===== src/rtl/etmb_pkg.sv =====
// Shared types, constants and helper functions of the Euler transform matrix builder.
// No dependencies.
package etmb_pkg;

    localparam int TrigIter  = 16;
    localparam int AtanLen   = 24;
    localparam int AtanIdxW  = 5;
    localparam int IterW     = (TrigIter > 1) ? $clog2(TrigIter) : 1;

    localparam logic signed [32:0] InvGain = 33'sh026DD3B6A;
    localparam logic signed [31:0] OneQ16  = 32'sd65536;
    localparam logic signed [31:0] SatMax  = 32'sh7FFFFFFF;

    typedef logic signed [17:0] t_sc;   // sine / cosine, Q16 in [-1, 1]
    typedef logic signed [19:0] t_q;    // rotation terms, Q16

    typedef struct packed {
        logic signed [15:0]       angle_x;
        logic signed [15:0]       angle_y;
        logic signed [15:0]       angle_z;
        logic [2:0][15:0]         scale;      // raw Q8.8, index 0 = x
        logic [2:0][15:0]         scale_mag;
        logic [2:0]               scale_neg;
        logic [2:0]               scale_zero;
        logic signed [31:0]       move_x;
        logic signed [31:0]       move_y;
        logic signed [31:0]       move_z;
    } t_item;

    function automatic logic signed [31:0] atan_q30(input logic [AtanIdxW-1:0] idx);
        case (idx)
            5'd0:    return 32'h20000000;
            5'd1:    return 32'h12E4051D;
            5'd2:    return 32'h09FB385B;
            5'd3:    return 32'h051111D4;
            5'd4:    return 32'h028B0D43;
            5'd5:    return 32'h0145D7E1;
            5'd6:    return 32'h00A2F61E;
            5'd7:    return 32'h00517C55;
            5'd8:    return 32'h0028BE53;
            5'd9:    return 32'h00145F2E;
            5'd10:   return 32'h000A2F98;
            5'd11:   return 32'h000517CC;
            5'd12:   return 32'h00028BE6;
            5'd13:   return 32'h000145F3;
            5'd14:   return 32'h0000A2F9;
            5'd15:   return 32'h0000517C;
            5'd16:   return 32'h000028BE;
            5'd17:   return 32'h0000145F;
            5'd18:   return 32'h00000A2F;
            5'd19:   return 32'h00000517;
            5'd20:   return 32'h0000028B;
            5'd21:   return 32'h00000145;
            5'd22:   return 32'h000000A2;
            5'd23:   return 32'h00000051;
            default: return 32'h00000000;
        endcase
    endfunction

    // Round a column product and saturate: model uses Q8.8 x Q16, normal Q16 x Q16.
    function automatic logic signed [31:0] sat_round(input logic signed [52:0] p,
                                                     input logic model);
        logic signed [53:0] s;
        logic signed [53:0] v;
        s = model ? (54'(p) + 54'sd128) : (54'(p) + 54'sd32768);
        v = model ? (s >>> 8) : (s >>> 16);
        if (v > 54'sd2147483647) begin
            return SatMax;
        end else if (v < -54'sd2147483648) begin
            return 32'sh80000000;
        end else begin
            return v[31:0];
        end
    endfunction

endpackage


===== src/rtl/etmb_cordic.sv =====
// Iterative rotation-mode CORDIC: sine and cosine of a binary angle, one step a cycle.
// Depends on etmb_pkg.
module etmb_cordic (
    input  logic                 i_clk,
    input  logic                 i_rst_n,
    input  logic                 i_start,
    input  logic signed [15:0]   i_angle,
    output logic                 o_done,
    output etmb_pkg::t_sc        o_sin,
    output etmb_pkg::t_sc        o_cos
);

    logic signed [32:0]            r_x;
    logic signed [32:0]            r_y;
    logic signed [31:0]            r_z;
    logic [1:0]                    r_quad;
    logic [etmb_pkg::IterW-1:0]    r_i;
    logic                          r_busy;
    logic                          r_fin;
    logic [15:0]                   t;
    logic signed [15:0]            zr;
    logic signed [32:0]            dx;
    logic signed [32:0]            dy;
    logic signed [31:0]            at;
    etmb_pkg::t_sc                 cs;
    etmb_pkg::t_sc                 sn;

    function automatic etmb_pkg::t_sc clamp_unit(input logic signed [32:0] v);
        logic signed [32:0] r;
        r = (v + 33'sd8192) >>> 14;
        if (r > 33'sd65536) begin
            return 18'sd65536;
        end else if (r < -33'sd65536) begin
            return -18'sd65536;
        end else begin
            return r[17:0];
        end
    endfunction

    assign t  = i_angle + 16'h2000;
    assign zr = $signed({2'b00, t[13:0]}) - 16'sd8192;
    assign dx = r_y >>> r_i;
    assign dy = r_x >>> r_i;
    assign at = etmb_pkg::atan_q30(etmb_pkg::AtanIdxW'(r_i));
    assign cs = clamp_unit(r_x);
    assign sn = clamp_unit(r_y);
    assign o_done = r_fin;

    always_comb begin
        case (r_quad)
            2'd0:    begin o_cos = cs;  o_sin = sn;  end
            2'd1:    begin o_cos = -sn; o_sin = cs;  end
            2'd2:    begin o_cos = -cs; o_sin = -sn; end
            default: begin o_cos = sn;  o_sin = -cs; end
        endcase
    end

    always_ff @(posedge i_clk) begin
        if (i_start) begin
            r_quad <= t[15:14];
            r_z    <= {zr, 16'h0000};
            r_x    <= etmb_pkg::InvGain;
            r_y    <= '0;
        end else if (r_busy) begin
            if (!r_z[31]) begin
                r_x <= r_x - dx;
                r_y <= r_y + dy;
                r_z <= r_z - at;
            end else begin
                r_x <= r_x + dx;
                r_y <= r_y - dy;
                r_z <= r_z + at;
            end
        end
        if (!i_rst_n) begin
            r_busy <= 1'b0;
            r_fin  <= 1'b0;
            r_i    <= '0;
        end else begin
            r_fin <= r_busy && (r_i == etmb_pkg::IterW'(etmb_pkg::TrigIter - 1));
            if (i_start) begin
                r_busy <= 1'b1;
                r_i    <= '0;
            end else if (r_busy) begin
                if (r_i == etmb_pkg::IterW'(etmb_pkg::TrigIter - 1)) begin
                    r_busy <= 1'b0;
                end else begin
                    r_i <= r_i + 1'b1;
                end
            end
        end
    end

endmodule


===== config.mk =====
export PLATFORM = sky130hd
export DESIGN_NAME = etmb_cordic
export DESIGN_NICKNAME = d
export VERILOG_FILES = /design/src/rtl/etmb_pkg.sv /design/src/rtl/etmb_cordic.sv
export SDC_FILE = /design/constraint.sdc
export NUM_CORES = 1
export LEC_CHECK = 0
export ABC_AREA = 1
export BUFFER_PORTS_ARGS = -buffer_cell sky130_fd_sc_hd__buf_2
export CAP_MARGIN = 40
export CORE_MARGIN = 10
export CORE_UTILIZATION = 40
export CTS_CLUSTER_SIZE = 20
export DETAILED_ROUTE_END_ITERATION = 8
export PLACE_DENSITY = 0.63
export RECOVER_POWER = 25
export SLEW_MARGIN = 20
export SYNTH_ARGS = -nofsm -noshare
export SYNTH_HDL_FRONTEND = slang
export SYNTH_SLANG_ARGS = --single-unit

===== constraint.sdc =====
create_clock -name i_clk -period 5.9 [get_ports i_clk]
set_clock_uncertainty 0.2 [all_clocks]
set_input_delay 1.18 -clock i_clk [delete_from_list [all_inputs] [get_ports i_clk]]
set_output_delay 1.18 -clock i_clk [all_outputs]
set_load 0.01 [all_outputs]

### Yosys cells after proc, flatten, opt, wreduce, memory -nomap -nowiden

Memories as Yosys holds them, arrays and structs flattened. A register that Yosys moved wholly into a read port is not among the register bits.
Index checks and enable logic that the tools add are counted.

* reductions and logical operators: 5
* bitwise operators: 2
* add/subtract/negate cells: 13
* mux-type cells: 16
* equality and inequality tests: 3
* order comparisons: 4
* shifts and indexed selects: 2

Operators by type and width (count)
* one-hot mux 18 bit (3 select lines): 2
* two-way mux 32 bit: 3
* two-way mux 18 bit: 4
* adder 33 x 15 -> 33 bit, second input constant: 2
* adder 33 bit: 2
* two-way mux 33 bit: 2
* >>> shifter 33 x 4 -> 33 bit: 2
* subtractor 33 bit: 2
* greater-than comparator 19 x 18 -> 1 bit, second input constant: 2
* less-than comparator 19 x 17 -> 1 bit, second input constant: 2
* negator 18 bit: 2
* adder 32 bit: 1
* subtractor 32 bit: 1
* adder 16 x 14 -> 16 bit, second input constant: 1
* subtractor 14 x 14 -> 15 bit, second input constant: 1
* two-way mux 4 bit: 2
* adder 4 x 1 -> 4 bit, second input constant: 1
* == test 4 bit, second input constant: 1
* two-way mux 1 bit: 3
* == test 2 x 1 -> 1 bit, second input constant: 1
* == test 2 bit, second input constant: 1
* zero test 2 bit: 1
* NOT 1 bit: 2
* AND reduction 2 bit: 1
* other kinds (3): 3

* memories: 1
* register bits after elaboration: 106
* bits in read-only memories: 480
* bits of input ports: 19
* output and inout port bits: 37
* logic and storage cells: 54

Memory list
* (no name shown): words 16, width 30, rd ports 1, clocked after memory_dff 1, write ports 0, RTL line etmb_pkg.sv:31 `case (idx)`

### Logic depth before layout (Yosys ltp)

* depth after elaboration: 6
* depth in mapped cells: 36

### Worst setup path after synthesis

No wires, ideal clock.

* kind: flip-flop to flip-flop
* start point: reg r_i[1] (netlist bit)
* end point: reg r_y[32]
* required time: 5.587 ns
* slack: 1.729 ns
* arrival time: 3.858 ns
* cell stages (with the launch flop): 36
* buffers on the path: 3
* path through: dfxtp_1 buf_6 inv_2 buf_6 buf_2 nand3_1 nand3_1 nand2_1 nand2_1 nand2_1 inv_1 ha_1 nand2_1 nor2_1 inv_1 nor2_1 inv_1 nor2_2 nand3_2 nand2_2 o21ai_1 a21oi_1 xor2_1 ha_1 nand2_1 nor2_1 nor2_1 nor2_1 a2111oi_0 o21ai_0 a21oi_1 nand3_1 nand2_1 nor2_1 nor2_1 nor2_1

* word-level cells in the longest chain between the ends: 3
* elaborated cells between the ends (all ways): 4
* those cells by class: 2 x add/sub; 1 x shift; 1 x mux

RTL lines
* from (decl): RTL line etmb_cordic.sv:17 `logic [etmb_pkg::IterW-1:0] r_i;`
* from (signal assigned): RTL line etmb_cordic.sv:88 `r_i <= r_i + 1'b1;`
* >>> shifter 33 x 4 -> 33 bit (*): RTL line etmb_cordic.sv:43 `assign dy = r_x >>> r_i;`
* adder 33 bit / subtractor 33 bit (equally long branches): RTL line etmb_cordic.sv:67, etmb_cordic.sv:71
* two-way mux 33 bit (*): RTL line etmb_cordic.sv:65 `if (!r_z[31]) begin`
* to (signal assigned): RTL line etmb_cordic.sv:67 `r_y <= r_y + dy;`
* to (signal assigned): RTL line etmb_cordic.sv:71 `r_y <= r_y - dy;`
* to (decl): RTL line etmb_cordic.sv:14 `logic signed [32:0] r_y;`

Every way passes the cells marked *; elsewhere a longest branch is shown, timed or not.
A chain may end at the register's enable or synchronous reset.

### Final worst setup path

* start point: reg r_y[13]
* end point: out o_sin[2]

* word-level cells in the longest chain between the ends: 6
* elaborated cells between the ends (all ways): 7
* those cells by class: 2 x add/sub; 2 x order compare; 3 x mux

RTL lines
* adder 33 x 15 -> 33 bit (*): RTL line etmb_cordic.sv:30 `r = (v + 33'sd8192) >>> 14;`
* less-than comparator 19 x 17 -> 1 bit: RTL line etmb_cordic.sv:33 `end else if (r < -33'sd65536) begin`
* two-way mux 18 bit: RTL line etmb_cordic.sv:33
* two-way mux 18 bit (*): RTL line etmb_cordic.sv:31 `if (r > 33'sd65536) begin`
* negator 18 bit: RTL line etmb_cordic.sv:53 `2'd2: begin o_cos = -cs; o_sin = -sn; end`
* one-hot mux 18 bit (3 select lines) (*): RTL line etmb_cordic.sv:50 `case (r_quad)`
* to (decl): RTL line etmb_cordic.sv:9 `output etmb_pkg::t_sc o_sin,`

Marks and branches as above.

==> qor.txt <==
Status: finished with violations
Failing checks: max-capacitance violations, max-slew violations
Post-synthesis mux area share: 0
Post-Synth Simple-Gate Area: 0.4171
Io pins: 56
IO buf count: 55
RSZ-0062 raised after global routing: no
Cells on Worst Hold Path: 2
FP Rows: 79
Commonest non-fill, non-tap cell in the layout: nand2_1
Die Span Y: 235.8 um
Worst Path Max Fanout: 33
Req. time, crit path: 4520 ps
Fmax: 182.3 MHz
Comb power frac: 0.750
Clock sink count: 136
R2R depth: 28
GRT Total Usage: 0.2228
Iter 0 DRT Violations: 1,893
Clock share of power: 0.102
Hold slack: 274.9 ps
Post-synthesis sequential area ratio: 0.1558
Gate Count Post-Synth: 3,240
Worst slew margin: -0.3552
Fin. max-slew vios: 38
Post-synthesis net count: 3,374
Die W: 235.8 um
HPWL after detailed placement: 50,670 um
DRC Markers: 0
Hold Fails Final Rpt: 0
Final period util: 0.9299
Pint: 4.366 mW
Routed WL: 64,110 um
Most frequent cells in the layout: nand2_1, nand3_1, inv_1
Sequential Power Share: 0.148
Final Wtd Congestion: 0.9733
Max Root-Sink Buffers: 2
Most used DFF post-synth: dfxtp_1
P_leak: 9.660 nW
Clock-pin slew on the worst setup and hold paths: 70 ps
CP Capture Type: output pin
P_sw: 6.205 mW
Synthesized area: 0.01863 mm^2
Final TNS setup: 0 ps
Layout cell share with drive strength beyond 1: 0.06030
CTS Buf Count: 17
Final worst path period need: 5487 ps
Hold-fix buffers, CTS: 0
Global-route wire length before repair: 102,000 um
CTS tree: built
Ant diodes: 0
Peak supply drop: 0.2897 mV
#FFs+latches synth: 136
Synth warnings: 0
Max-Cap Viols: 1
Xor/xnor share of the synthesized area: 0.07422
Worst-Margin Slew: 2033 ps
Sw Ratio: 0.5870
Nets: 3,355
Distinct cells, synth: 59
Synth async-reset ratio: 0
H-Tree Level Count: 4
Vias in the first global route: 19,490
DR WL/cell: 16.69 um
Filler instances: 5,162
Total number of vias: 21,150
Final setup violation count: 0
Combinational family with the most area after synthesis: simple AND/OR/NAND/NOR gates
Skew-Pair Late Insertion Delay: 470 ps
Initial antenna violation count: 1
CP Launch Type: flop
Initial core utilization: 0.4027
Global route overflow: 0
DRT Pass-1 Iters: 6
Per-instance average area after synthesis: 5.750 um^2
Hold Path Class: flop to flop
Synth Area in Compound Gates: 0.1672
Post-synth EDFFs: 18
Vias per inst: 5.505
Cell Pwr Density: 533.2 mW/mm^2
Layout area overhead: 6.421%
Largest net degree at the start of global routing: 73
Crit path arrival time: 4110 ps
Synth Area in Adders: 0.07845
Setup CP Type: flop to output pin
Final ANT Viol Nets: 0
CTS root buf: clkbuf_16
Die area: 0.05560 mm^2
Core Area: 0.04626 mm^2
## synth_stat cells (16+ instances only)
library cell	n	area (um^2)
o22ai_1	21	131.4
nand4_1	48	300.3
o211ai_1	21	157.7
edfxtp_1	18	540.5
a31oi_1	16	100.1
clkbuf_1	50	187.7
xnor2_1	42	367.9
inv_1	342	1284
nor2_1	271	1017
nor3_1	43	215.2
nand2_1	899	3374
o21ai_0	203	1016
nand3_1	465	2327
a21oi_1	181	905.9
buf_2	23	115.1
ha_1	112	1401
o21ai_1	32	160.2
buf_1	18	67.56
xor2_1	114	998.5
dfxtp_1	118	2362
## power by group through the flow
stage	Combinational, mW	Clock, mW	Sequential (mW)
after floorplan	5.99	0	1.34
after global placement	7.82	0	1.58
after detailed placement	7.81	0	1.57
after CTS	7.85	1.10	1.55
after global routing	8.95	1.14	1.58
final	7.93	1.08	1.57
## kinds of logic after synthesis
logic type                 count (synthesis)
DFF                                      136
xor gates and xnor gates                 157
AOI/OAI and AO/OA                        553
adders and majority gates                115
buffers and inverters                    482
and+or+nand+nor                         1797
## final timing paths
path / slack (ps) / start / endpoint
setup reg to reg: 520 / r_i[1] / r_y[32]
setup / recovery: 410 / r_y[13] / o_sin[2]
hold reg to reg: 270 / r_z[15] / r_z[15]
hold / removal: 270 / r_z[15] / r_z[15]
## layout make-up
class / count / area (um^2) / share of cell area
inverter: 364 / 1378 / 0.06949
tap: 607 / 759.5 / 0.03831
sequential: 136 / 2908 / 0.1467
clock buffer: 17 / 425.4 / 0.02146
timing repair buffer: 80 / 467.9 / 0.02360
clock inverter: 15 / 153.9 / 0.007763
multi-input combinational: 2622 / 13730 / 0.6927
## registers in the layout, summed over array words and instances, names as in the netlist
name / flops
r_z: 32
o_done: 1
r_busy: 1
r_quad: 2
r_x: 33
at: 30
r_y: 33
r_i: 4
## per-stage QoR
stage	cell area [um^2]	cells	util	setup slack, ps	total power, mW
detailed placement	19270	3809	0.4165	516.8	9.379
finish	19830	3841	0.4286	413.4	10.57
global route	19830	3841	0.4286	17.10	11.66
global placement	19230	3807	0.4157	565.1	9.394
CTS	19850	3841	0.4290	472.8	10.50
floorplan	18630	3240	-	1729	7.330
## what timing repair did
action	4_1_cts	5_1_grt
endpoints found under the hold margin	0	0
buffers inserted	0	0
setup endpoints to repair	0	1
gates resized for setup	0	3
## routing by layer
layer | part of all wire | routed length [um] | vias to the layer above | global-route usage
li1 | - | - | 10760 | -
met1 | 0.44 | 28030 | 9520 | 0.2774
met2 | 0.46 | 29800 | 714 | 0.3778
met3 | 0.058 | 3709 | 152 | 0.03138
met4 | 0.040 | 2565 | 0 | 0.09363
met5 | 0 | 0 | - | 0
## worst max-delay path: stages, from the launching register on
cell and delay, ps:
dfxtp_1 610, ha_1 270, nand2_1 110, nor2_4 220, nand3_1 170, clkinv_1 90
nand3_1 60, nand2_1 90, nand2_2 60, nor2_2 290, nor2_4 60, nand2_4 290
nand2_1 200, ha_1 240, inv_1 100, xor2_1 240, o21ai_0 110, a211o_1 270
buf_2 150
Power figures use the tool's default switching activity.
