**config.mk**
```make
export PLATFORM = sky130hd
export DESIGN_NAME = etmb_recip
export DESIGN_NICKNAME = d
export VERILOG_FILES = /design/src/rtl/etmb_pkg.sv /design/src/rtl/etmb_recip.sv
export SDC_FILE = /design/constraint.sdc
export NUM_CORES = 1
export LEC_CHECK = 0
export ABC_AREA = 1
export BUFFER_PORTS_ARGS = -buffer_cell sky130_fd_sc_hd__buf_2
export CORE_ASPECT_RATIO = 0.5
export CORE_MARGIN = 5
export CORE_UTILIZATION = 35
export DETAILED_ROUTE_END_ITERATION = 12
export GPL_ROUTABILITY_DRIVEN = 1
export PLACE_DENSITY = 0.59
export RECOVER_POWER = 50
export SETUP_SLACK_MARGIN = 0.3
export SKIP_LAST_GASP = 1
export SYNTH_ARGS = -nofsm -noshare
export SYNTH_HDL_FRONTEND = slang
export SYNTH_SLANG_ARGS = --single-unit
export TNS_END_PERCENT = 100
```
**constraint.sdc**
```tcl
create_clock -name i_clk -period 5.95 [get_ports i_clk]
set_input_delay 0.8925 -clock i_clk [delete_from_list [all_inputs] [get_ports i_clk]]
set_output_delay 0.8925 -clock i_clk [all_outputs]
set_load 0.005 [all_outputs]
```
**src/rtl/etmb_pkg.sv**
```systemverilog
// Shared types, constants and helper functions of the Euler transform matrix builder.
// No dependencies.
package etmb_pkg;

    localparam int TrigIter  = 16;
    localparam int AtanLen   = 24;
    localparam int AtanIdxW  = 5;
    localparam int IterW     = (TrigIter > 1) ? $clog2(TrigIter) : 1;

    localparam logic signed [32:0] InvGain = 33'sh026DD3B6A;
    localparam logic signed [31:0] OneQ16  = 32'sd65536;
    localparam logic signed [31:0] SatMax  = 32'sh7FFFFFFF;

    typedef logic signed [17:0] t_sc;   // sine / cosine, Q16 in [-1, 1]
    typedef logic signed [19:0] t_q;    // rotation terms, Q16

    typedef struct packed {
        logic signed [15:0]       angle_x;
        logic signed [15:0]       angle_y;
        logic signed [15:0]       angle_z;
        logic [2:0][15:0]         scale;      // raw Q8.8, index 0 = x
        logic [2:0][15:0]         scale_mag;
        logic [2:0]               scale_neg;
        logic [2:0]               scale_zero;
        logic signed [31:0]       move_x;
        logic signed [31:0]       move_y;
        logic signed [31:0]       move_z;
    } t_item;

    function automatic logic signed [31:0] atan_q30(input logic [AtanIdxW-1:0] idx);
        case (idx)
            5'd0:    return 32'h20000000;
            5'd1:    return 32'h12E4051D;
            5'd2:    return 32'h09FB385B;
            5'd3:    return 32'h051111D4;
            5'd4:    return 32'h028B0D43;
            5'd5:    return 32'h0145D7E1;
            5'd6:    return 32'h00A2F61E;
            5'd7:    return 32'h00517C55;
            5'd8:    return 32'h0028BE53;
            5'd9:    return 32'h00145F2E;
            5'd10:   return 32'h000A2F98;
            5'd11:   return 32'h000517CC;
            5'd12:   return 32'h00028BE6;
            5'd13:   return 32'h000145F3;
            5'd14:   return 32'h0000A2F9;
            5'd15:   return 32'h0000517C;
            5'd16:   return 32'h000028BE;
            5'd17:   return 32'h0000145F;
            5'd18:   return 32'h00000A2F;
            5'd19:   return 32'h00000517;
            5'd20:   return 32'h0000028B;
            5'd21:   return 32'h00000145;
            5'd22:   return 32'h000000A2;
            5'd23:   return 32'h00000051;
            default: return 32'h00000000;
        endcase
    endfunction

    // Round a column product and saturate: model uses Q8.8 x Q16, normal Q16 x Q16.
    function automatic logic signed [31:0] sat_round(input logic signed [52:0] p,
                                                     input logic model);
        logic signed [53:0] s;
        logic signed [53:0] v;
        s = model ? (54'(p) + 54'sd128) : (54'(p) + 54'sd32768);
        v = model ? (s >>> 8) : (s >>> 16);
        if (v > 54'sd2147483647) begin
            return SatMax;
        end else if (v < -54'sd2147483648) begin
            return 32'sh80000000;
        end else begin
            return v[31:0];
        end
    endfunction

endpackage

```
**src/rtl/etmb_recip.sv**
```systemverilog
// Restoring divider for the Q16.16 reciprocal 2^24/|scale|, one quotient bit a cycle.
// Depends on etmb_pkg.
module etmb_recip (
    input  logic                 i_clk,
    input  logic                 i_rst_n,
    input  logic                 i_start,
    input  logic [15:0]          i_mag,
    input  logic                 i_neg,
    input  logic                 i_zero,
    output logic                 o_done,
    output logic signed [31:0]   o_inv
);

    logic [15:0]  r_d;
    logic [16:0]  r_rem;
    logic [24:0]  r_q;
    logic [4:0]   r_n;
    logic         r_neg;
    logic         r_zero;
    logic         r_busy;
    logic [17:0]  tr;
    logic         qb;

    // Dividend is 2^24: its first bit is one, the rest zero.
    assign tr = {r_rem, (r_n == 5'd0)};
    assign qb = (tr >= {2'b00, r_d});

    // Quotient is complete when o_done rises and holds until the next start.
    assign o_inv = r_zero ? etmb_pkg::SatMax
                 : (r_neg ? -$signed({7'd0, r_q}) : $signed({7'd0, r_q}));

    always_ff @(posedge i_clk) begin
        if (i_start) begin
            r_d    <= i_mag;
            r_neg  <= i_neg;
            r_zero <= i_zero;
            r_rem  <= '0;
        end else if (r_busy) begin
            r_rem <= qb ? 17'(tr - {2'b00, r_d}) : tr[16:0];
            r_q   <= {r_q[23:0], qb};
        end
        if (!i_rst_n) begin
            r_busy <= 1'b0;
            r_n    <= '0;
            o_done <= 1'b0;
        end else begin
            o_done <= r_busy && !i_start && (r_n == 5'd24);
            if (i_start) begin
                r_busy <= 1'b1;
                r_n    <= '0;
            end else if (r_busy) begin
                r_n <= r_n + 5'd1;
                if (r_n == 5'd24) begin
                    r_busy <= 1'b0;
                end
            end
        end
    end

endmodule
```
# Word level (Yosys, flattened, before mapping)
# Index checks and enable logic that the tools add are counted.
dict set report classes {
  eq_ne 1
  n_addsub 3
  bitwise_logic 2
  reduce_logical 6
  n_lt_le_gt_ge 1
  shift 0
  n_mux 6
  n_div 0
  n_mul 0
}
# operator count
set op_table {}
lappend op_table {{$mux 32} 2}
lappend op_table {{$neg 25->32} 1}
lappend op_table {{$ge 18x16->1} 1}
lappend op_table {{$mux 17} 1}
lappend op_table {{$sub 17x16->17} 1}
lappend op_table {{$add 5x1->5 const B} 1}
lappend op_table {{$eq 5x5->1 const B} 1}
lappend op_table {{$logic_not 5->1} 1}
lappend op_table {{$mux 1} 3}
lappend op_table {{$logic_and 1x1->1} 2}
lappend op_table {{$not 1->1} 2}
lappend op_table {{$reduce_and 2->1} 1}
lappend op_table {{$reduce_or 2->1} 1}
lappend op_table {{$logic_not 1->1} 1}
dict set report word_totals {
  word_cells 27
  memories 0
  reg_bits 67
  latch_bits 0
  mem_bits_ro 0
  ram_bits 0
}

# Depth between registers and ports, before layout
dict set report logic_depth {
  depth_word 4
  ltp_mapped 16
  ltp_nobuf 16
}

# Worst setup path after synthesis
# OpenSTA, ideal clock, no wires.
dict set report synth_path {
  kind {input to register}
  startpoint {in i_start}
  endpoint {reg r_q[0] (enable)}
  cell_stages 3
  required_ps 5543
  path_slack_ps 3069
  arrival_ps 2474
  path_cell_list {clkbuf_1 -> clkbuf_1 -> nor2_1}
}
dict set report synth_between {
  elab_chain_cells 2
}
# element line_no
set synth_lines {}
lappend synth_lines {{from (decl)} etmb_recip.sv:6} ;# input logic i_start,
lappend synth_lines {{$not 1->1 (no line)} -}
lappend synth_lines {{$reduce_and 2->1 (no line)} -}
lappend synth_lines {{to (signal assigned)} etmb_recip.sv:40} ;# r_q <= {r_q[23:0], qb};
lappend synth_lines {{to (decl)} etmb_recip.sv:16} ;# logic [24:0] r_q;
# No other way between the ends.
# A chain may end at the register's enable or synchronous reset.

# Worst setup path in the final report
dict set report layout_path {
  startpoint {reg r_neg}
  endpoint {out o_inv[2]}
}
dict set report layout_between {
  elab_chain_cells 2
}
# element line_no
set layout_lines {}
lappend layout_lines {{from (decl)} etmb_recip.sv:18} ;# logic r_neg;
lappend layout_lines {{from (signal assigned)} etmb_recip.sv:35} ;# r_neg <= i_neg;
lappend layout_lines {{$mux 32} etmb_recip.sv:30} ;# : (r_neg ? -$signed({7'd0, r_q}) : $signed({7'd0, r_q}));
lappend layout_lines {{$mux 32} etmb_recip.sv:29} ;# assign o_inv = r_zero ? etmb_pkg::SatMax
lappend layout_lines {{to (decl)} etmb_recip.sv:11} ;# output logic signed [31:0] o_inv
# No other way between the ends.

==> impl_table.tex <==
\begin{tabular}{lr}
\hline
Metric & Value \\
\hline
\multicolumn{2}{l}{\textbf{Status}} \\
\quad Outcome & complete, but fails checks \\
\quad Failing checks & capacitance limit, slew limit \\
\multicolumn{2}{l}{\textbf{Critical path}} \\
\quad Worst setup EP type & primary output \\
\quad Start-to-end type of the worst setup path & flip-flop to primary output \\
\quad CP required & 5060 ps \\
\quad Crit path arrival time & 2410 ps \\
\quad Register-to-register setup slack & 3170 ps \\
\quad Largest driver fanout on the critical path & 26 \\
\quad Kind of start point of the critical path & flip-flop \\
\multicolumn{2}{l}{\textbf{Die}} \\
\quad Die X & 170.9 um \\
\quad Row count & 29 \\
\quad Y dimension of the die & 90.44 um \\
\quad IO Count & 54 \\
\quad Core area & 0.01266 sq mm \\
\quad Die area & 0.01545 sq mm \\
\quad Initial Utilization & 0.3577 \\
\multicolumn{2}{l}{\textbf{Drt}} \\
\quad Drt initial violations & 187 \\
\quad Number of vias per cell & 4.724 \\
\quad Sum of routed wire segments on met1 & 5209 um \\
\quad Detailed-route DRC error count & 0 \\
\quad Highest metal used & met4 \\
\quad Number of antenna-violating nets in the routed design & 0 \\
\quad Total met2 wirelength after detailed routing & 4354 um \\
\quad Router iterations before antenna repair & 4 \\
\quad Post-DR wirelength/cell & 12.56 um \\
\quad Wire length reported by the detailed router & 10280 um \\
\quad Via Count & 3864 \\
\quad Met3 routed WL & 593 um \\
\multicolumn{2}{l}{\textbf{Synth}} \\
\quad Number of synthesized flops with an enable pin & 43 \\
\quad Number of nets in the synthesized netlist & 637 \\
\quad Cell type with the largest total area after synthesis & sky130\_fd\_sc\_hd\_\_edfxtp\_1 \\
\quad Per-instance average area after synthesis & 7.600 sq um \\
\quad Synth Instances & 596 \\
\quad Synthesized cell area & 0.004529 sq mm \\
\quad Cell types with the largest area share after synthesis & sky130\_fd\_sc\_hd\_\_edfxtp\_1, sky130\_fd\_sc\_hd\_\_nand2\_1, sky130\_fd\_sc\_hd\_\_dfxtp\_1 \\
\quad Count of yosys warnings during synthesis & 0 \\
\quad Number of distinct library cells after synthesis & 42 \\
\quad Number of synthesized register bits & 67 \\
\quad Share of the yosys chip area belonging to registers & 0.3912 \\
\quad Predominant post-synthesis flop cell & sky130\_fd\_sc\_hd\_\_edfxtp\_1 \\
\quad Top-area cell type share of the netlist area & 0.2851 \\
\quad Post-synth ARST share & 0 \\
\multicolumn{2}{l}{\textbf{Finish}} \\
\quad Fill cell count & 1333 \\
\quad Post-synthesis to final-layout area growth & 14.92\% \\
\quad Reg area & 0.001772 sq mm \\
\quad Share of the core filled with cells in the final layout & 0.4110 \\
\quad Nets & 685 \\
\quad Combined area of the multi-input logic cells & 0.002273 sq mm \\
\quad Fraction of final layout cells sized beyond drive strength 1 & 0.1790 \\
\quad Inserted Diodes & 0 \\
\multicolumn{2}{l}{\textbf{Clock tree}} \\
\quad Clk sink count & 67 \\
\quad Root Buffer & sky130\_fd\_sc\_hd\_\_clkbuf\_16 \\
\quad Clock tree from TritonCTS & done \\
\quad TritonCTS buffer count & 9 \\
\quad Max Root-Sink Buffers & 2 \\
\quad Post CTS Setup Buffer Count & 0 \\
\quad H-tree depth & 3 \\
\quad PostCTS Resize Cnt & 0 \\
\quad Clock latency on the worst-skew pair & 330 ps \\
\quad Clock transition at the registers of the reported paths & 50 ps \\
\quad Cts hold-fix bufs & 0 \\
\multicolumn{2}{l}{\textbf{Global routing}} \\
\quad Pin count of the biggest net entering global routing & 38 \\
\quad Total gr overflow & 0 \\
\quad Global-route wire length before repair & 17700 um \\
\quad Initial antenna violation count & 0 \\
\quad Vias in the first global route & 3669 \\
\quad Overall routing resource usage & 0.1374 \\
\multicolumn{2}{l}{\textbf{Power}} \\
\quad IR drop worst, VDD & 111.0 uV \\
\quad Pwr per Cell Area & 276.2 mW/mm\^{}2 \\
\quad Reported leakage power & 2.372 nW \\
\multicolumn{2}{l}{\textbf{Job}} \\
\quad Maxcap violations & 1 \\
\multicolumn{2}{l}{\textbf{Placed design}} \\
\quad Count of port buffers added during placement & 53 \\
\quad Post-detail-place hpwl & 7350 um \\
\quad RePlAce Congestion & 0.8483 \\
\multicolumn{2}{l}{\textbf{STA}} \\
\quad RSZ-0062 raised after global routing & false \\
\quad Final sum of negative setup slack & 0 ps \\
\quad Max Fclk & 302.7 MHz \\
\quad Hold violation count in the final report & 0 \\
\quad Worst Clk Skew & 4.115 ps \\
\quad Transition time at the pin with the least slew margin & 2169 ps \\
\quad Total of endpoints with negative setup slack in the final report & 0 \\
\quad Portion of the clock cycle consumed by the worst path in the final layout & 0.5552 \\
\quad Minimum clock period & 3303 ps \\
\quad Number of pins exceeding their max-slew limit in the final report & 38 \\
\quad Relative slew margins & -0.4463 \\
\multicolumn{2}{l}{\textbf{Worst hold path}} \\
\quad Class of the most critical hold timing path & flip-flop to flip-flop \\
\hline
\end{tabular}
[worst max-delay path, stage by stage (launching register included)]
cell and delay (ps):
sky130_fd_sc_hd__edfxtp_1 890, sky130_fd_sc_hd__inv_1 430, sky130_fd_sc_hd__or2_2 400, sky130_fd_sc_hd__a21oi_1 110, sky130_fd_sc_hd__o21ai_0 110, sky130_fd_sc_hd__buf_2 140
[layout by cell type (no fill, tap or decap), types with 19 or more instances in the layout]
cell type / Yosys / routed
sky130_fd_sc_hd__ha_1: 19 / 19
sky130_fd_sc_hd__buf_2: 4 / 50
sky130_fd_sc_hd__edfxtp_1: 43 / 43
sky130_fd_sc_hd__nor2_1: 32 / 31
sky130_fd_sc_hd__nand3_1: 51 / 51
sky130_fd_sc_hd__inv_1: 100 / 100
sky130_fd_sc_hd__nand2_1: 148 / 148
sky130_fd_sc_hd__a21oi_1: 31 / 31
sky130_fd_sc_hd__nand4_1: 23 / 23
sky130_fd_sc_hd__dfxtp_1: 24 / 24
[cells by family (layout without fill, tap and decap cells)]
group	Yosys count	count (layout)	share of synthesized area
compound gates	68	68	0.09033
simple gates	310	310	0.3367
xor+xnor	9	9	0.01740
buf+inv	122	174	0.1075
fa+ha+maj	20	20	0.05691
flops	67	67	0.3912
[cell type report]
type                    instances  share of cell area
flip-flops and latches         67              0.3404
well taps                     170             0.04087
inverters                     104             0.07500
repair buffers                 55             0.05240
clock inverters                 5             0.01058
multi-input cells             407              0.4368
clock buffers                  10             0.04399
[power breakdown]
| group | internal (mW) | total [mW] | switching, mW |
|---|---|---|---|
| sequential | 0.529 | 0.558 | 0.0298 |
| clock | 0.320 | 0.512 | 0.192 |
| combinational | 0.139 | 0.367 | 0.228 |
[sequential cells by signal, summed over array words and instances, names as in the netlist]
name / cells
r_d: 16
r_busy: 1
r_zero: 1
r_rem: 17
r_q: 25
r_neg: 1
r_n: 5
o_done: 1
[Yosys cell counts, types with 2 or more instances]
library cell               count
sky130_fd_sc_hd__a21oi_2       9
sky130_fd_sc_hd__nand3_1      51
sky130_fd_sc_hd__ha_1         19
sky130_fd_sc_hd__a31oi_1       3
sky130_fd_sc_hd__dfxtp_1      24
sky130_fd_sc_hd__o21ai_0      16
sky130_fd_sc_hd__nand3_2       9
sky130_fd_sc_hd__a211oi_1      2
sky130_fd_sc_hd__nor3_1        9
sky130_fd_sc_hd__nor2_1       32
sky130_fd_sc_hd__clkbuf_1     11
sky130_fd_sc_hd__nand2_4       2
sky130_fd_sc_hd__o21ai_2       2
sky130_fd_sc_hd__buf_2         4
sky130_fd_sc_hd__nand2_2      11
sky130_fd_sc_hd__nand3b_1      9
sky130_fd_sc_hd__inv_2         4
sky130_fd_sc_hd__xor2_1        2
sky130_fd_sc_hd__o211ai_1      2
sky130_fd_sc_hd__buf_4         2
sky130_fd_sc_hd__nor4_1        2
sky130_fd_sc_hd__xnor2_1       7
sky130_fd_sc_hd__inv_1       100
sky130_fd_sc_hd__edfxtp_1     43
sky130_fd_sc_hd__nand2_1     148
sky130_fd_sc_hd__or2_2         2
sky130_fd_sc_hd__nor2_2        3
sky130_fd_sc_hd__nor3_2        2
sky130_fd_sc_hd__nand4_1      23
sky130_fd_sc_hd__a21oi_1      31
[layer usage]
metal | vias to the layer above | track usage
li1 | 2060 | -
met1 | 1722 | 0.1874
met2 | 72 | 0.2152
met3 | 10 | 0.03848
met4 | 0 | 0.03494
met5 | - | 0
[worst paths after layout]
kind,from,end,cells past startpoint
max,r_neg,o_inv[2],5
max reg2reg,r_n[1],r_rem[9],13
min,r_q[14],r_q[15],0
min reg2reg,r_q[14],r_q[15],0
[through the flow]
stage / hold slack (ps) / std cells / worst slack (ps) / cell area [sq um] / total power, mW
6_report: 448.3 / 818 / 2647 / 5205 / 1.438
5_1_grt: 470.6 / 818 / 2350 / 5205 / 1.535
4_1_cts: 449.3 / 818 / 2577 / 5213 / 1.461
3_5_place_dp: 436.2 / 803 / 2944 / 4928 / 0.9355
3_3_place_gp: 432.0 / 803 / 3022 / 4928 / 0.9321
2_1_floorplan: 426.4 / 596 / 3069 / 4529 / 0.8554
Power figures use the tool's default switching activity.
