### src/rtl/etmb_pkg.sv
// Shared types, constants and helper functions of the Euler transform matrix builder.
// No dependencies.
package etmb_pkg;

    localparam int TrigIter  = 16;
    localparam int AtanLen   = 24;
    localparam int AtanIdxW  = 5;
    localparam int IterW     = (TrigIter > 1) ? $clog2(TrigIter) : 1;

    localparam logic signed [32:0] InvGain = 33'sh026DD3B6A;
    localparam logic signed [31:0] OneQ16  = 32'sd65536;
    localparam logic signed [31:0] SatMax  = 32'sh7FFFFFFF;

    typedef logic signed [17:0] t_sc;   // sine / cosine, Q16 in [-1, 1]
    typedef logic signed [19:0] t_q;    // rotation terms, Q16

    typedef struct packed {
        logic signed [15:0]       angle_x;
        logic signed [15:0]       angle_y;
        logic signed [15:0]       angle_z;
        logic [2:0][15:0]         scale;      // raw Q8.8, index 0 = x
        logic [2:0][15:0]         scale_mag;
        logic [2:0]               scale_neg;
        logic [2:0]               scale_zero;
        logic signed [31:0]       move_x;
        logic signed [31:0]       move_y;
        logic signed [31:0]       move_z;
    } t_item;

    function automatic logic signed [31:0] atan_q30(input logic [AtanIdxW-1:0] idx);
        case (idx)
            5'd0:    return 32'h20000000;
            5'd1:    return 32'h12E4051D;
            5'd2:    return 32'h09FB385B;
            5'd3:    return 32'h051111D4;
            5'd4:    return 32'h028B0D43;
            5'd5:    return 32'h0145D7E1;
            5'd6:    return 32'h00A2F61E;
            5'd7:    return 32'h00517C55;
            5'd8:    return 32'h0028BE53;
            5'd9:    return 32'h00145F2E;
            5'd10:   return 32'h000A2F98;
            5'd11:   return 32'h000517CC;
            5'd12:   return 32'h00028BE6;
            5'd13:   return 32'h000145F3;
            5'd14:   return 32'h0000A2F9;
            5'd15:   return 32'h0000517C;
            5'd16:   return 32'h000028BE;
            5'd17:   return 32'h0000145F;
            5'd18:   return 32'h00000A2F;
            5'd19:   return 32'h00000517;
            5'd20:   return 32'h0000028B;
            5'd21:   return 32'h00000145;
            5'd22:   return 32'h000000A2;
            5'd23:   return 32'h00000051;
            default: return 32'h00000000;
        endcase
    endfunction

    // Round a column product and saturate: model uses Q8.8 x Q16, normal Q16 x Q16.
    function automatic logic signed [31:0] sat_round(input logic signed [52:0] p,
                                                     input logic model);
        logic signed [53:0] s;
        logic signed [53:0] v;
        s = model ? (54'(p) + 54'sd128) : (54'(p) + 54'sd32768);
        v = model ? (s >>> 8) : (s >>> 16);
        if (v > 54'sd2147483647) begin
            return SatMax;
        end else if (v < -54'sd2147483648) begin
            return 32'sh80000000;
        end else begin
            return v[31:0];
        end
    endfunction

endpackage

### src/rtl/etmb_front.sv
// Front end: accepts input beats, classifies the scales and queues items.
// Depends on etmb_pkg.
module etmb_front (
    input  logic                 i_clk,
    input  logic                 i_rst_n,
    input  logic                 i_valid,
    output logic                 o_ready,
    input  etmb_pkg::t_item      i_item,
    output logic                 o_item_valid,
    input  logic                 i_item_pop,
    output etmb_pkg::t_item      o_item
);

    etmb_pkg::t_item r_mem [0:1];
    logic            r_wr;
    logic            r_rd;
    logic [1:0]      r_cnt;
    etmb_pkg::t_item cls;
    logic            push;

    assign o_ready      = (r_cnt != 2'd2);
    assign push         = i_valid && o_ready;
    assign o_item_valid = (r_cnt != 2'd0);
    assign o_item       = r_mem[r_rd];

    always_comb begin
        cls = i_item;
        for (int j = 0; j < 3; j++) begin
            cls.scale_neg[j]  = i_item.scale[j][15];
            cls.scale_zero[j] = (i_item.scale[j] == 16'h0000);
            cls.scale_mag[j]  = i_item.scale[j][15] ? (16'h0000 - i_item.scale[j])
                                                    : i_item.scale[j];
        end
    end

    always_ff @(posedge i_clk) begin
        if (push) begin
            r_mem[r_wr] <= cls;
        end
        if (!i_rst_n) begin
            r_wr  <= 1'b0;
            r_rd  <= 1'b0;
            r_cnt <= 2'd0;
        end else begin
            if (push) begin
                r_wr <= ~r_wr;
            end
            if (i_item_pop && o_item_valid) begin
                r_rd <= ~r_rd;
            end
            case ({push, i_item_pop && o_item_valid})
                2'b10:   r_cnt <= r_cnt + 2'd1;
                2'b01:   r_cnt <= r_cnt - 2'd1;
                default: r_cnt <= r_cnt;
            endcase
        end
    end

endmodule

### config.mk
export PLATFORM = sky130hd
export DESIGN_NAME = etmb_front
export DESIGN_NICKNAME = d
export VERILOG_FILES = /design/src/rtl/etmb_pkg.sv /design/src/rtl/etmb_front.sv
export SDC_FILE = /design/constraint.sdc
export NUM_CORES = 1
export LEC_CHECK = 0
export BUFFER_PORTS_ARGS = -buffer_cell sky130_fd_sc_hd__buf_2
export CAP_MARGIN = 20
export CORE_ASPECT_RATIO = 0.5
export CORE_MARGIN = 2
export CORE_UTILIZATION = 42
export DETAILED_ROUTE_END_ITERATION = 10
export HOLD_SLACK_MARGIN = 0.12
export PLACE_DENSITY = 0.69
export SETUP_SLACK_MARGIN = 0.15
export SLEW_MARGIN = 30
export SYNTH_ARGS = -nofsm -noshare
export SYNTH_HDL_FRONTEND = slang
export SYNTH_SLANG_ARGS = --single-unit
### constraint.sdc
create_clock -name i_clk -period 13.3 [get_ports i_clk]
set_input_delay 2.66 -clock i_clk [delete_from_list [all_inputs] [get_ports i_clk]]
set_output_delay 2.66 -clock i_clk [all_outputs]
set_load 0.03 [all_outputs]
== After elaboration in Yosys (flattened, before gate mapping) ==
Memory sizes are Yosys's and may differ from the RTL's. A register that Yosys moved wholly into a read port is not among the register bits.
Index checks and enable logic that the tools add are counted.

* Muxes and demuxes: 8
* Reductions and logical operators: 7
* Bitwise logic cells: 2
* Equality and inequality tests: 3
* Add/sub/neg operators: 5

{| class="wikitable"
|+ Operators with widths
! operator !! count
|-
| $logic_not A16 Y1 || 3
|-
| $mux W16 || 3
|-
| $sub A1 B16 Y16 const A || 3
|-
| $mux W1 || 4
|-
| $pmux W2 S2 || 1
|-
| $reduce_bool A2 Y1 || 2
|-
| $add A2 B1 Y2 const B || 1
|-
| $eq A2 B1 Y1 const B || 1
|-
| $eq A2 B2 Y1 const B || 1
|-
| $logic_and A1 B1 Y1 || 2
|-
| $ne A2 B2 Y1 const B || 1
|-
| $not A1 Y1 || 2
|-
| $sub A2 B1 Y2 const B || 1
|}

* Word-level logic and storage cells: 29
* Input port bits: 250
* Output and inout port bits: 248
* RAM bits: 492
* Register bits after elaboration: 4
* Memories kept: 1

{| class="wikitable"
|+ Memories
! name !! depth !! bits a word !! read ports !! clocked after memory_dff !! wr ports !! RTL line !! text
|-
| r_mem || 2 || 246 || 1 || 1 || 1 || etmb_front.sv:14 || <nowiki>etmb_pkg::t_item r_mem [0:1];</nowiki>
|}

== Logic depth before layout (Yosys ltp) ==
Gate-level depths: netlist of run 1.

* Depth after elaboration: 4
* Mapped depth: 6
* Mapped depth without buffers: 6

== Worst setup path before layout of run 1 ==
No wires, ideal clock.

* Path kind: input port to flip-flop
* Start: input port i_valid
* End: memory r_mem[0][0] (netlist name), enable pin
* Setup time: 846 ps
* Stages: 2
* Setup slack: -254 ps
* Arrival time: 12708 ps
* Cells stage by stage: nand2_1 > nor2_1

* Cells in the longest elaborated chain, start to end: 3

{| class="wikitable"
|+ RTL lines
! what !! RTL line !! text
|-
| start: declaration || etmb_front.sv:6 || <nowiki>input logic i_valid,</nowiki>
|-
| $logic_and A1 B1 Y1 || etmb_front.sv:22 || <nowiki>assign push = i_valid && o_ready;</nowiki>
|-
| $mux W1 || etmb_front.sv:37 || <nowiki>if (push) begin</nowiki>
|-
| $mux W1 (not written as such) || etmb_front.sv:38 || <nowiki>r_mem[r_wr] <= cls;</nowiki>
|-
| end: declaration || etmb_front.sv:14 ||
|}

No other way between the ends.

==> results.tsv, run 1 <==
metric	value	unit
Routed Antenna Nets	0	
clock-pin slew on the worst setup and hold paths	0.05	ns
Worst EP arrival	3.43	ns
boundary pin count	498	
critical path class	flop to output port	
total setup buffers inserted after CTS	0	
Max-slew headroom	0.382	
YS warnings	0	
final clock skew	0.0248	ns
total CTS buffers	44	
flop2flop setup slack	10.29	ns
Min-Delay Path Class	flop to flop	
share of the synthesized area in the top cell type	0.783	
Buffers on Ports	443	
Pleak	8.17	nW
# clock sinks	485	
Avg Cell Area, Syn	20.2	um^2
final wirelength	40700	um
VDD IR max	106	uV
status	finished, final reports clean	
Critical Path RT	10.64	ns
Die ar.	0.0456	mm^2
fin crit share	0.458	
CTS tree	done	
Hold Path Cell Cnt	2	
DR vias/cell	4.87	
top cells by area, synth	edfxtp_1 78%, mux2_2 15%, xnor2_1 2.0%, clkbuf_1 0.59%, dfxtp_1 0.54%	
Slew Viols, Final	0	
power per standard cell area	214	mW/mm^2
Fin Setup TNS	0	ns
Max-cap violations	0	
Layout area overhead	23.1	%
Die Width	300	um
CP Capture Type	output port	
Cell Rows	54	
CTS hold repair buffers	0	
final critical-path required period	6.09	ns
RePlAce Congestion	0.827	
Syn Nets	1166	
top-count cell post-synth	edfxtp_1	
asr flop ratio synth	0	
cts repair resizes	0	
Final Hold Viols	0	
startpoint types	flop	
final core occ	0.522	
Post-route DRC	0	
Seq/Total Area, Yosys	0.789	
clock root cell	clkbuf_16	
CP Max Fanout	60	
Power, Total	4.85	mW
Synth Instances	912	
Setup violations, final	0	
largest net degree at the start of global routing	165	
largest area contributor in the synthesized netlist	edfxtp_1	
first-pass GRT wire length	61100	um
Vias	9764	
vias in the first global route	10451	
Worst R2R Path Depth	5	
Worst-Skew Late Latency	0.55	ns
CTS Buffer Depth	3	
wire length per cell	20.3	um
RSZ-0062 raised after global routing	false	
grt total ovfl	0	
drt pass-1 iters	6	
nets	1629	
mapped cell area	0.0184	mm^2
Post-synth top cells	480 x edfxtp_1, 240 x mux2_2, 43 x xnor2_1	
number of synthesized flops with an enable pin	480	
Initial Util	0.424	
core area	0.0434	mm^2
initial antenna violation count	9	
synth unique cells	30	
Tot GR Track Use	0.175	
Die Y	152	um
H-tree lvl count	2	
share of layout cells above drive strength 1	0.538	
Yosys reg bits	485	
fmax	0.164	GHz
Worst Tran Pin Value	0.927	ns
Main synth FF type	edfxtp_1	
Post-DP HPWL	28000	um
DRT iter0 DRCs	692	
==> cells by family after synthesis <==
logic type | Yosys count | synth area share
flops | 485 | 0.789
mux | 240 | 0.147
simple gates | 60 | 0.0179
buf+inv | 45 | 0.0104
xor+xnor | 43 | 0.0205
compound gates | 35 | 0.0129
fa+ha+maj | 4 | 0.00272
==> flip-flops by register name, indices dropped and copies added, names as in the netlist, named ones only <==
register  count
r_cnt         2
r_mem       480
r_rd          1
r_wr          1
==> where the power goes <==
part	leakage [nW]	switching, mW	total [mW]	internal (mW)
combinational	2.99	1.10	1.62	0.520
clock	0.639	0.526	1.17	0.649
sequential	4.53	0.0728	2.06	1.98
total	8.17	1.70	4.85	3.15
==> metrics by stage <==
stage	hold WS (ns)	instances	area [um^2]	setup slack, ns
after CTS	0.561	1993	22600	7.11
after global routing	0.589	2003	22700	7.01
final	0.552	2003	22700	7.21
after global placement	0.485	1916	21300	7.74
after floorplan	0.473	912	18400	3.81
after detailed placement	0.546	1916	21300	7.70
==> routing by layer <==
metal  global-route usage  vias to the layer above  part of all wire
li1                     -                     4524                 -
met1                0.191                     4981              0.37
met2                0.331                      174              0.57
met3               0.0317                       85             0.032
met4               0.0745                        0             0.037
met5                    0                        -                 0
==> path summary, 6_finish.rpt <==
kind,from,endpoint
setup / recovery,flop,o_item[15]
hold / removal,r_rd,flop
setup reg to reg,r_cnt[0],r_mem[1][104]
hold reg to reg,r_rd,flop
==> critical path, cell delays in order, from the launching register on <==
cell	delay [ns]
dfxtp_4	0.71
buf_4	0.66
buf_4	0.75
mux2_2	0.46
buf_2	0.20
==> cells in the final DEF, fill, tap and decap left out, types with 5 or more instances in the layout <==
cell type / synthesis / final
o21ai_0: 16 / 16
xnor2_1: 43 / 43
clkbuf_16: 0 / 44
inv_1: 9 / 9
clkinv_1: 0 / 10
nor4_1: 5 / 5
diode_2: 0 / 9
nor3_1: 5 / 5
nand2_1: 18 / 18
buf_2: 0 / 443
edfxtp_1: 480 / 480
clkbuf_1: 29 / 12
or3_1: 5 / 5
o31ai_1: 13 / 13
buf_4: 6 / 7
mux2_2: 240 / 240
clkinv_2: 0 / 6
==> area by class of cell <==
cell class                      instances  area (um^2)
Antenna cell                            9         22.5
Clock inverter                         21          161
Clock buffer                           56         1150
Timing Repair Buffer                  453         2330
Inverter                                9         33.8
Tap cell                              588          736
Fill cell                            3534        20700
Multi-Input combinational cell        382         3710
Sequential cell                       485        14500
No activity file was read; power rests on OpenSTA's default activity.
==> run 2, diff against run 1 <==
Clock period 13.3 ns to 5.3 ns, I/O delays scaled along.
==> run 2 against run 1 <==
  * Register-to-register slack got worse by 7.3 ns
  * Total power grew to 2.6 times the previous value
  * Highest routed layer is now met5
  * Routed wire length up 1.9%
  * Critical path type unchanged
  * Largest cell class unchanged
  * Critical endpoint is now o_item[134]
  * Flip-flop and latch count unchanged
  * Critical path depth decreased by 1
  * Final cell count up 0.30%
  * Cell area rose by 0.80%
==> results.tsv, run 2 (synthesis gave the netlist of run 1 again) <==
metric	value	unit
Cell Rows	54	
final critical-path required period	3.67	ns
Most Crowded Layer GR	met2	
total setup buffers inserted after CTS	0	
Critical Path RT	4.24	ns
clock power share	0.251	
critical-path cell list	buf_4 > mux2_2 > buf_2	
DRT iter0 DRCs	722	
initial antenna violation count	10	
status	finished, final reports clean	
Post-route DRC	0	
core area	0.0434	mm^2
Die Y	152	um
commonest non-fill, non-tap cell in the layout	edfxtp_1	
Logic pwr share	0.331	
# clock sinks	485	
drt pass-1 iters	5	
Max-cap violations	0	
RSZ-0062 raised after global routing	false	
Buffers on Ports	443	
Final Instance Area	0.0228	mm^2
CTS Buffer Depth	3	
Internal	8.08	mW
met2 usage	0.327	
Vias	9847	
Sw Share	0.348	
RePlAce Congestion	0.925	
Die ar.	0.0456	mm^2
final wirelength	41400	um
Flop pwr share	0.418	
Fin Setup TNS	0	ns
footprint of the multi-input gates	0.00371	mm^2
Seq. cell area	0.0145	mm^2
fmax	0.272	GHz
highest cell delay on the worst timing path	0.87	ns
fin crit share	0.693	
Final Hold Viols	0	
Top reg by flops	r_mem	
wire length per cell	20.6	um
Max-slew headroom	0.473	
power per standard cell area	543	mW/mm^2
grt total ovfl	0	
Worst EP arrival	2.61	ns
Critical-path top delay cell	dfxtp_4	
nets	1631	
CP Max Fanout	54	
Post-DP HPWL	28600	um
Setup violations, final	0	
cts repair resizes	0	
clock-pin slew on the worst setup and hold paths	0.07	ns
total CTS buffers	43	
critical path class	flop to output port	
Initial Util	0.424	
largest net degree at the start of global routing	115	
most frequent cells in the layout	480 x edfxtp_1, 443 x buf_2, 240 x mux2_2, 44 x clkbuf_16, 43 x xnor2_1	
Pleak	8.24	nW
largest registers	r_mem (480), r_cnt (2)	
met3 Track Usage GR	0.0322	
clock root cell	clkbuf_16	
VDD IR max	284	uV
Min-Delay Path Class	flop to flop	
share of layout cells above drive strength 1	0.541	
DR vias/cell	4.90	
CTS tree	done	
Area after DPL	0.0214	mm^2
Slew Viols, Final	0	
Layout area overhead	24.1	%
CP Capture Type	output port	
fill cell count	3570	
startpoint types	flop	
Tot GR Track Use	0.174	
vias in the first global route	10404	
Routed Antenna Nets	0	
final clock skew	0.0170	ns
first-pass GRT wire length	60900	um
met1 Use GR	0.190	
net load switching power	4.31	mW
H-tree lvl count	2	
number of flip-flops under the largest register name	480	
Worst-Skew Late Latency	0.55	ns
Die Width	300	um
Worst Tran Pin Value	0.791	ns
boundary pin count	498	
CTS hold repair buffers	0	
-- run 2: worst max-delay path, delay by kind of cell (launching register included) --
kind / cells / cell delay (ns)
buffers and inverters: 2 / 0.73
DFF: 1 / 0.87
muxes: 1 / 0.42
-- run 2: layer usage --
layer  routed length [um]  share of wire
met4                 1810          0.044
met1                15200           0.37
met3                 1480          0.036
met5                    7        0.00017
met2                22900           0.55
-- run 2: layout make-up --
class,count,share of cell area
flip-flops and latches,485,0.636
well taps,588,0.0322
repair buffers,456,0.106
multi-input cells,382,0.163
clock buffers,50,0.0492
inverters,9,0.00148
diodes,10,0.00110
clock inverters,29,0.0119
-- run 2: path summary, 6_finish.rpt --
path	start	end	slack (ns)	cells after the start
worst max-delay path	flop	o_item[134]	1.63	3
worst min-delay path	r_cnt[1]	r_cnt[1]	0.54	2
worst max register to register	r_cnt[0]	r_mem[1][69]	3.00	4
worst min register to register	r_cnt[1]	r_cnt[1]	0.54	2
-- run 2: metrics by stage --
stage / worst slack [ns] / hold WS [ns] / utilization / cells / power, mW
floorplan: 0.186 / 0.473 / - / 912 / 8.15
global placement: 2.16 / 0.484 / 0.493 / 1919 / 9.30
detailed placement: 2.15 / 0.538 / 0.494 / 1920 / 9.40
CTS: 1.56 / 0.552 / 0.526 / 1999 / 12.5
global route: 1.47 / 0.593 / 0.526 / 2008 / 12.8
finish: 1.63 / 0.544 / 0.526 / 2009 / 12.4
-- run 2: power groups by stage --
stage	logic, mW	clock network [mW]	registers, mW
6_report	4.11	3.11	5.17
5_1_grt	4.28	3.33	5.23
4_1_cts	4.16	3.19	5.18
3_5_place_dp	4.14	0	5.26
3_3_place_gp	4.08	0	5.22
2_1_floorplan	2.93	0	5.21
==> run 3, diff against run 2 <==
Settings changed: ABC_AREA set to 1, PLACE_DENSITY 0.69 to 0.68.
Clock period 5.3 ns to 3.08 ns, I/O delays scaled along.
==> run 3 against run 2 <==
  * Clock skew is 0.0086 ns lower
  * First-iteration DRC count is 19% lower
  * Clock power is 65% higher
  * Via count is 4.6% higher
  * Final cell count is 9.3% higher
  * Synthesized cell count is 15% higher
  * Cell area is 5.2% higher
  * Routed wire length is 0.18% lower
  * Sequential share of layout area is 3.2 points lower
  * Die area is 7.6% higher
  * Sequential power is 60% higher
==> results.tsv, run 3 <==
metric	value	unit
Die Width	311	um
Die Y	158	um
Pleak	9.49	nW
share of the synthesized area in the top cell type	0.727	
Hold Path Cell Cnt	1	
clock-pin slew on the worst setup and hold paths	0.07	ns
Yosys reg bits	485	
mapped cell area	0.0198	mm^2
clock root cell	clkbuf_16	
first-pass GRT wire length	59300	um
VDD IR max	540	uV
Max-slew headroom	0.537	
Main synth FF type	edfxtp_1	
power per standard cell area	764	mW/mm^2
Layout area overhead	21.2	%
H-tree lvl count	2	
fmax	0.360	GHz
Bufs and invs on worst path	3	
startpoint types	flop	
RSZ-0062 raised after global routing	false	
Vias	10300	
largest net degree at the start of global routing	76	
highest cell delay on the worst timing path	0.50	ns
reg-to-reg endpoint	r_mem[0][76]	
initial antenna violation count	2	
top-count cell post-synth	edfxtp_1	
top cells by area, synth	edfxtp_1 73%, mux2_4 15%, mux2_2 2.3%, buf_12 2.2%, nand2_1 2.0%	
final critical-path required period	2.78	ns
hold_sp	i_item[60]	
total CTS buffers	45	
core area	0.0467	mm^2
wire length per cell	18.8	um
Max-cap violations	0	
# clock sinks	485	
Slew Viols, Final	0	
cts repair resizes	0	
number of synthesized flops with an enable pin	480	
vias in the first global route	10159	
RePlAce Congestion	0.800	
total setup buffers inserted after CTS	0	
largest area contributor in the synthesized netlist	edfxtp_1	
commonest non-fill, non-tap cell in the layout	edfxtp_1	
grt total ovfl	0	
worst hold path endpoint	r_mem[0][60]	
Post-synth top cells	480 x edfxtp_1, 200 x mux2_4, 107 x nand2_1	
critical path class	flop to output port	
status	finished, final reports clean	
Die ar.	0.0491	mm^2
Post-DP HPWL	29300	um
Setup violations, final	0	
Worst Tran Pin Value	0.694	ns
most frequent cells in the layout	480 x edfxtp_1, 443 x buf_2, 200 x mux2_4, 105 x nand2_1, 47 x inv_1	
Buffers on Ports	443	
DRT iter0 DRCs	586	
Critical-path top delay cell	dfxtp_4	
number of flip-flops under the largest register name	480	
nets	1781	
crit-path leading delay family	buffers and inverters	
fin crit share	0.902	
flop2flop setup slack	1.12	ns
Final Hold Viols	0	
Fin Setup TNS	0	ns
fill cell count	3846	
CP Max Fanout	34	
Initial Util	0.424	
Tot GR Track Use	0.158	
final clock skew	0.00841	ns
Routed Antenna Nets	0	
critical-path cell list	buf_12 > buf_12 > mux2_4 > buf_2	
Post-route DRC	0	
Cell Rows	56	
Critical Path RT	2.46	ns
CTS Buffer Depth	3	
Min-Delay Path Class	primary input to flop	
YS warnings	0	
Synth Instances	1047	
share of layout cells above drive strength 1	0.498	
final core occ	0.514	
Final Instance Area	0.0240	mm^2
Worst-Skew Late Latency	0.53	ns
asr flop ratio synth	0	
Area after DPL	0.0227	mm^2
crit-path most repeated cell	buf_12	
boundary pin count	498	
final wirelength	41400	um
drt pass-1 iters	4	
synth unique cells	22	
largest registers	r_mem (480), r_cnt (2)	
worst setup margin	0.302	ns
Seq/Total Area, Yosys	0.732	
Avg Cell Area, Syn	18.9	um^2
CP Capture Type	output port	
Worst EP arrival	2.16	ns
Worst R2R Path Depth	5	
CTS tree	done	
Top reg by flops	r_mem	
RR Startpoint	r_cnt[0]	
Syn Nets	1301	
DR vias/cell	4.69	
CTS hold repair buffers	0	
pre-CTS WS	0.862	ns
-- run 3: area by class of cell --
cell class                 count  area (um^2)  area share
antenna                        2         5.00    0.000208
clock buffer                  56         1170      0.0486
clock inverter                20          153     0.00635
inverter                      47          176     0.00734
multi-input combinational    476         4620       0.192
sequential                   485        14500       0.604
tap                          638          798      0.0332
timing repair buffer         472         2580       0.108
-- run 3: routing by layer --
layer  GRT usage  share of wire  vias up
met4      0.0656          0.038        0
met2       0.311           0.57      209
met5           0              0        -
met1       0.172           0.36     5117
li1            -              -     4891
met3      0.0244          0.033       83
-- run 3: power breakdown --
| part | leakage [nW] | switching (mW) | internal (mW) |
|---|---|---|---|
| clock | 0.636 | 2.30 | 2.84 |
| combinational | 4.32 | 3.08 | 1.85 |
| sequential | 4.54 | 0.185 | 8.09 |
| total | 9.49 | 5.56 | 12.8 |
-- run 3: metrics by stage --
stage                     hold slack, ns  instances  power (mW)
final                              0.263       2196        18.4
after global routing               0.228       2196        19.0
after CTS                          0.227       2194        18.6
after detailed placement           0.434       2118        13.4
after global placement             0.434       2118        13.3
after floorplan                    0.425       1047        12.3
-- run 3: worst max path at each step --
| stage | from | to | cells past startpoint |
|---|---|---|---|
| floorplan | i_valid | r_mem[0][0] | 2 |
| global placement | flop | o_item[227] | 4 |
| detailed placement | flop | o_item[206] | 4 |
| CTS | flop | o_item[206] | 4 |
| global route | flop | o_item[206] | 4 |
| finish | flop | o_item[206] | 4 |
-- run 3: logic make-up (layout without fill, tap and decap cells) --
| kind of cell | after synthesis | in the layout | share of synthesized area |
|---|---|---|---|
| flops | 485 | 485 | 0.732 |
| fa+ha+maj | 4 | 4 | 0.00253 |
| other cells | 0 | 2 | 0 |
| xor+xnor | 19 | 19 | 0.00840 |
| compound gates | 23 | 23 | 0.00669 |
| simple gates | 190 | 190 | 0.0394 |
| mux | 240 | 240 | 0.174 |
| buf+inv | 86 | 595 | 0.0365 |
